<file path="config.mk">
export PLATFORM = sky130hd
export DESIGN_NAME = bisc_front
export DESIGN_NICKNAME = d
export VERILOG_FILES = /design/src/design/bisc_pkg.sv /design/src/design/bisc_front.sv
export SDC_FILE = /design/constraint.sdc
export NUM_CORES = 1
export LEC_CHECK = 0
export ABC_AREA = 1
export BUFFER_PORTS_ARGS = -buffer_cell sky130_fd_sc_hd__buf_2
export CORE_UTILIZATION = 45
export DETAILED_ROUTE_END_ITERATION = 8
export GPL_ROUTABILITY_DRIVEN = 0
export PLACE_DENSITY = 0.75
export SLEW_MARGIN = 25
export SYNTH_ARGS = -nofsm -noshare
export SYNTH_HDL_FRONTEND = slang
export SYNTH_SLANG_ARGS = --single-unit
</file>
<file path="constraint.sdc">
create_clock -name clk -period 3.1 [get_ports clk]
set_input_delay 0.155 -clock clk [delete_from_list [all_inputs] [get_ports clk]]
set_output_delay 0.155 -clock clk [all_outputs]
set_load 0.03 [all_outputs]
</file>
<file path="src/design/bisc_pkg.sv">
// Shared types and constants of the bilinear image scaler.
// Used by bisc_front, bisc_back and bilinear_image_scaler_q8_8_core; no dependencies.
package bisc_pkg;

  // Item kinds carried from the front to the back
  typedef enum logic {
    OP_LOAD   = 1'b0,
    OP_INTERP = 1'b1
  } op_t;

  // Configuration register indexes
  typedef enum logic [1:0] {
    REG_IN_WIDTH  = 2'd0,
    REG_IN_HEIGHT = 2'd1,
    REG_X_STEP    = 2'd2,
    REG_Y_STEP    = 2'd3
  } cfg_reg_t;

  localparam int CFG_DW = 24;

  localparam logic [8:0]  RST_IN_WIDTH  = 9'd256;
  localparam logic [8:0]  RST_IN_HEIGHT = 9'd256;
  localparam logic [23:0] RST_STEP      = 24'd65536;

  // Pixel and result range
  localparam logic [7:0] PIX_MAX = 8'd255;

  // Queue between front and back
  localparam int QDEPTH = 4;
  localparam int QAW    = $clog2(QDEPTH);
  localparam int QCW    = $clog2(QDEPTH + 1);

  typedef struct packed {
    logic [8:0]  in_width;
    logic [8:0]  in_height;
    logic [23:0] x_step;
    logic [23:0] y_step;
  } cfg_t;

  // One queued item: col/row hold the source pixel for a load, the output
  // coordinate for an interpolation
  typedef struct packed {
    op_t         op;
    logic [11:0] col;
    logic [11:0] row;
    logic [7:0]  value;
  } qent_t;

  typedef struct packed {
    logic  valid;
    qent_t ent;
  } qhead_t;

endpackage

</file>
<file path="src/design/bisc_front.sv">
// Front end of the scaler: accepts input transactions, drops loads outside
// the store and queues the rest for the back end. Depends on bisc_pkg.
module bisc_front #(
  parameter int MAX_WIDTH  = 256,
  parameter int MAX_HEIGHT = 256
) (
  input  logic               clk,
  input  logic               rst_n,
  input  logic               in_valid,
  output logic               in_stall,
  input  logic               in_req_type,
  input  logic [7:0]         in_src_col,
  input  logic [7:0]         in_src_row,
  input  logic [7:0]         in_src_value,
  input  logic [11:0]        in_out_col,
  input  logic [11:0]        in_out_row,
  output bisc_pkg::qhead_t   head,
  input  logic               take
);

  localparam logic [12:0] MaxW = 13'(MAX_WIDTH);
  localparam logic [12:0] MaxH = 13'(MAX_HEIGHT);

  bisc_pkg::qent_t            q_mem_r [bisc_pkg::QDEPTH];
  logic [bisc_pkg::QAW-1:0]   wr_ptr_r, wr_ptr_nxt;
  logic [bisc_pkg::QAW-1:0]   rd_ptr_r, rd_ptr_nxt;
  logic [bisc_pkg::QCW-1:0]   count_r, count_nxt;

  bisc_pkg::op_t   op;
  bisc_pkg::qent_t ent;
  logic            in_range;
  logic            full;
  logic            push;
  logic            pop;

  // Classify the incoming transaction
  always_comb begin
    op       = bisc_pkg::op_t'(in_req_type);
    in_range = ({5'b0, in_src_col} < MaxW) && ({5'b0, in_src_row} < MaxH);
    ent.op   = op;
    if (op == bisc_pkg::OP_LOAD) begin
      ent.col   = {4'b0, in_src_col};
      ent.row   = {4'b0, in_src_row};
      ent.value = in_src_value;
    end else begin
      ent.col   = in_out_col;
      ent.row   = in_out_row;
      ent.value = in_src_value;
    end
  end

  assign full     = (count_r == bisc_pkg::QCW'(bisc_pkg::QDEPTH));
  assign in_stall = full;
  assign push     = in_valid && !full && ((op == bisc_pkg::OP_INTERP) || in_range);
  assign pop      = take && (count_r != '0);

  // Queue pointers and fill count
  always_comb begin
    wr_ptr_nxt = push ? wr_ptr_r + 1'b1 : wr_ptr_r;
    rd_ptr_nxt = pop ? rd_ptr_r + 1'b1 : rd_ptr_r;
    count_nxt  = count_r;
    if (push && !pop) begin
      count_nxt = count_r + 1'b1;
    end else if (pop && !push) begin
      count_nxt = count_r - 1'b1;
    end
  end

  always_ff @(posedge clk) begin
    if (!rst_n) begin
      wr_ptr_r <= '0;
      rd_ptr_r <= '0;
      count_r  <= '0;
    end else begin
      wr_ptr_r <= wr_ptr_nxt;
      rd_ptr_r <= rd_ptr_nxt;
      count_r  <= count_nxt;
    end
  end

  // Store the queued entry
  always_ff @(posedge clk) begin
    if (push) begin
      q_mem_r[wr_ptr_r] <= ent;
    end
  end

  assign head.valid = (count_r != '0);
  assign head.ent   = q_mem_r[rd_ptr_r];

endmodule

</file>
# Yosys cells after proc, flatten, opt, wreduce, memory -nomap -nowiden

Memory sizes are Yosys's and may differ from the RTL's. A register that Yosys moved wholly into a read port is not among the register bits.
Cells that the tools add are included.

Add/sub/neg operators: 4
Equality and inequality tests: 1
Multiplexer cells: 7
Reduce and logical (&&, ||, !) cells: 9

Operators with widths:

| operator                                                           | count |
|---|---|
| 32-bit two-way mux                                                 | 1 |
| 3-bit two-way mux                                                  | 2 |
| 2-bit by 1-bit adder with 2-bit output, second input constant      | 2 |
| 1-bit logical AND                                                  | 4 |
| 2-bit two-way mux                                                  | 2 |
| 3-bit by 1-bit adder with 3-bit output, second input constant      | 1 |
| 3-bit == test, second input constant                               | 1 |
| 1-bit logical NOT                                                  | 3 |
| 3-bit nonzero test                                                 | 1 |
| 3-bit by 1-bit subtractor with 3-bit output, second input constant | 1 |
| 1-bit two-way mux                                                  | 2 |
| 2-bit nonzero test                                                 | 1 |

Output and inout bits: 35
Word-level logic and storage cells: 25
Memory bits (writable): 132
Register bits after elaboration: 7
Memories kept: 1
Input bits: 53

Memories:

| name    | depth | width | read ports | clocked after Yosys merged registers in | write ports | line             | source |
|---|---|---|---|---|---|---|---|
| q_mem_r | 4     | 33    | 1          | 1                                       | 1           | bisc_front.sv:24 | `bisc_pkg::qent_t q_mem_r [bisc_pkg::QDEPTH];` |

# Logic depth before layout (Yosys ltp)

Depth after elaboration: 7
Gate-level depth with buffers: 13
Gate-level depth less buffers: 13

# Worst setup path after synthesis

No wires, ideal clock.

Path kind: reg2reg
Start point: reg count_r[0] in the netlist's numbering
End point: mem q_mem_r[0][0] in the netlist's numbering, enable pin
Required time: 2.677 ns
Setup slack: 0.621 ns
Path buffers: 0
Data arrival time: 2.056 ns
Period minus slack after synthesis: 2.479 ns
Stages on the path, launching flop included: 5
Setup time: 0.423 ns
Path through: dfxtp_1 > nor2_1 > nand2_1 > nand2_1 > nor2_1

Cells in the longest elaborated chain, start to end: 5

Ends and longest elaborated chain:

| item                                    | line             | source |
|---|---|---|
| from (decl)                             | bisc_front.sv:27 | `logic [bisc_pkg::QCW-1:0] count_r, count_nxt;` |
| from (signal assigned)                  | bisc_front.sv:77 | `count_r <= count_nxt;` |
| 3-bit == test                           | bisc_front.sv:52 | `assign full = (count_r == bisc_pkg::QCW'(bisc_pkg::QDEPTH));` |
| 1-bit logical NOT                       | bisc_front.sv:54 | `assign push = in_valid && !full && ((op == bisc_pkg::OP_INTERP) \|\| in_range);` |
| 1-bit logical AND                       | bisc_front.sv:54 |  |
| 1-bit two-way mux                       | bisc_front.sv:83 | `if (push) begin` |
| 1-bit two-way mux (not written as such) | bisc_front.sv:84 | `q_mem_r[wr_ptr_r] <= ent;` |
| to (decl)                               | bisc_front.sv:24 |  |

No other way between the ends.

==> flow_metrics.tcl <==
set metrics [dict create \
    outcome "completed" \
    yosysMostFrequentCell "edfxtp_1" \
    die_w_um 114 \
    die_area_um2 13100 \
    end_kind "primary output" \
    p_per_area_nw_per_um2 918 \
    hold_viol_final 0 \
    pwr-share-comb 0.263 \
    ant_nets 0 \
    ys_warn_count 0 \
    seq_area_frac_synth 0.730 \
    avgSynthCellArea_um2 13.4 \
    synth_cell_types 21 \
    clock.fmax_ghz 0.421 \
    dp_hpwl_mm 6.91 \
    syn_to_final_growth_pct 23.0 \
    post-route-period-util 0.766 \
    netlist_area_um2 5670 \
    antenna_found_initial 0 \
    dr.pass1.iters 5 \
    r2r_cells 9 \
    crit_end "head[8]" \
    finalNonFillerCells 702 \
    utilization 0.574 \
    ir_worst_vdd_mv 0.433 \
    cts_buffer_depth 2 \
    grtUsageTotal 0.191 \
    io_pins 88 \
    async_flop_share 0 \
    worstPathRequired_ns 2.94 \
    min-delay-start "in_valid" \
    dpl.cell_count 662 \
    htree_num_levels 4 \
    rrSetupSlack_ns 0.91 \
    reg2reg_to "count_r[1]" \
    synth_top_area_cell "edfxtp_1" \
    detail_route.iter0.violations 238 \
    synth_edf_count 132 \
    grt_pass1_wl_mm 18.4 \
    switchingPower_mw 2.04 \
    leakage_nw 2.62 \
    die_h_um 114 \
    grt_pass1_vias 3733 \
    synthFlopType "edfxtp_1" \
    io_buffer_count 87 \
    setup_tns_ns 0 \
    ys_ff_latch 141 \
    start_util 0.466 \
    cts_root_buf "clkbuf_16" \
    crit_fanout 41 \
    via_per_inst 5.17 \
    max_slew_margin 0.531 \
    cts.sinks 141 \
    routedWlPerCell_um 16.7 \
    finalInstanceArea_um2 6980 \
    cp_data_arrival_time_ns 2.22 \
    routed_wl_mm 11.8 \
    worstSetupStartpointType "flop" \
    crit_type "reg -> out" \
    clock_power_share 0.362 \
    swShare 0.318 \
    tritoncts "yes" \
    nNetsFinal 581 \
    design.core.area_um2 12200 \
    drc 0 \
    drv_cap 0 \
    period_minus_slack_ns 2.37 \
    pwr-share-seq 0.375 \
    rows 40 \
    antenna_cells 0 \
    r2r-start "count_r[1]" \
    worst_slew_pin_slew_ns 0.703 \
    vias 3627 \
    report.final.slew_viol_count 0 \
    preCtsSetupSlack_ns 0.946 \
    hold_class "in -> reg" \
    cts_setup_buffers 0 \
    yosysTopAreaCellShare 0.699 \
    worst_skew_pair.late_latency_ns 0.41 \
    syn_inst 423 \
    drive_gt1_frac 0.272 \
    grt-ovfl-total 0 \
    cts_buffers 17 \
    setup-violations-final 0 \
    rsz0062_at_grt "no" \
    intPower_mw 4.37 \
    netlist_top_cells_area "edfxtp_1 70%, nor2_1 5.3%, o21ai_0 4.3%" \
    clkTransAtPathRegs_ns 0.06 \
    synth_nets 482 \
    synth_commonest_cells "132 x edfxtp_1, 80 x nor2_1, 49 x o21ai_0" \
    grt_max_degree 67 \
    skew_ns 0.00711 \
    place_area_um2 6210 \
    setup_ws_ns 0.725 \
]
[cell families (layout without fill, tap and decap cells)]
kind of cell / after synthesis / in the layout / synth area share
flip-flops: 141 / 141 / 0.730
AND/OR/NAND/NOR: 108 / 108 / 0.0730
AO/OA/AOI/OAI: 103 / 103 / 0.0981
buffers and inverters: 48 / 159 / 0.0505
multiplexers: 16 / 16 / 0.0318
adder cells (fa/ha/maj): 6 / 6 / 0.0146
XOR/XNOR: 1 / 1 / 0.00154
[area by class of cell]
class	instances	area, um2
Clock buffer	19	433
Clock inverter	12	243
Fill cell	942	5190
Inverter	25	93.8
Multi-Input combinational cell	234	1270
Sequential cell	141	4150
Tap cell	168	210
Timing Repair Buffer	103	578
[worst min path at each step]
stage | to | slack [ns] | cells past startpoint
CTS | wr_ptr_r[1] | 0.05 | 4
finish | wr_ptr_r[1] | 0.06 | 4
floorplan | q_mem_r[0][0] | 0.25 | 0
global placement | q_mem_r[3][1] | 0.38 | 1
detailed placement | q_mem_r[3][0] | 0.38 | 1
global route | wr_ptr_r[1] | 0.07 | 4
[repair_timing]
item	4_1_cts	5_1_grt
hold buffers	9	0
endpoints found under the setup margin	0	0
gates resized for setup	0	0
endpoints found under the hold margin	33	0
[flip-flops by register name (all words and copies together), names as in the netlist, named ones only]
register and count:
wr_ptr_r 2, rd_ptr_r 2, count_r 3, q_mem_r 132
[stage by stage]
stage	hold slack, ns	total power, mW
global placement	0.376	4.05
floorplan	0.254	3.67
global route	0.0736	6.66
detailed placement	0.381	4.10
finish	0.0578	6.40
CTS	0.0498	6.43
[power by group through the flow]
stage,sequential [mW],clock (mW),combinational [mW]
2_1_floorplan,2.43,0,1.24
3_3_place_gp,2.42,0,1.62
3_5_place_dp,2.44,0,1.67
4_1_cts,2.40,2.33,1.70
5_1_grt,2.41,2.42,1.83
6_report,2.40,2.32,1.69
[cell usage in the layout (no fill, tap or decap), drive strengths merged]
master       instances
edfxtp             132
buf                 94
nor2                80
o21ai               67
o22ai               33
inv                 25
nand2               23
clkbuf              19
mux2                16
dlygate4sd3          9
dfxtp                9
bufinv               7
ha                   5
nand3                4
a21oi                3
clkinv               3
clkinvlp             2
xor2                 1
nand3b               1
fa                   1
[metal layers]
| metal | wire length, um | share of wire | track usage |
|---|---|---|---|
| met5 | 0 | 0 | 0 |
| met4 | 161 | 0.014 | 0.0701 |
| met3 | 669 | 0.057 | 0.0588 |
| met2 | 5900 | 0.50 | 0.319 |
| met1 | 5020 | 0.43 | 0.235 |
[critical path, cell delays in order (launching register included)]
cell	delay (ns)
dfxtp_2	0.32
inv_2	0.50
buf_4	0.41
o21ai_1	0.11
o22ai_1	0.21
buf_2	0.24
Power figures use the tool's default switching activity.
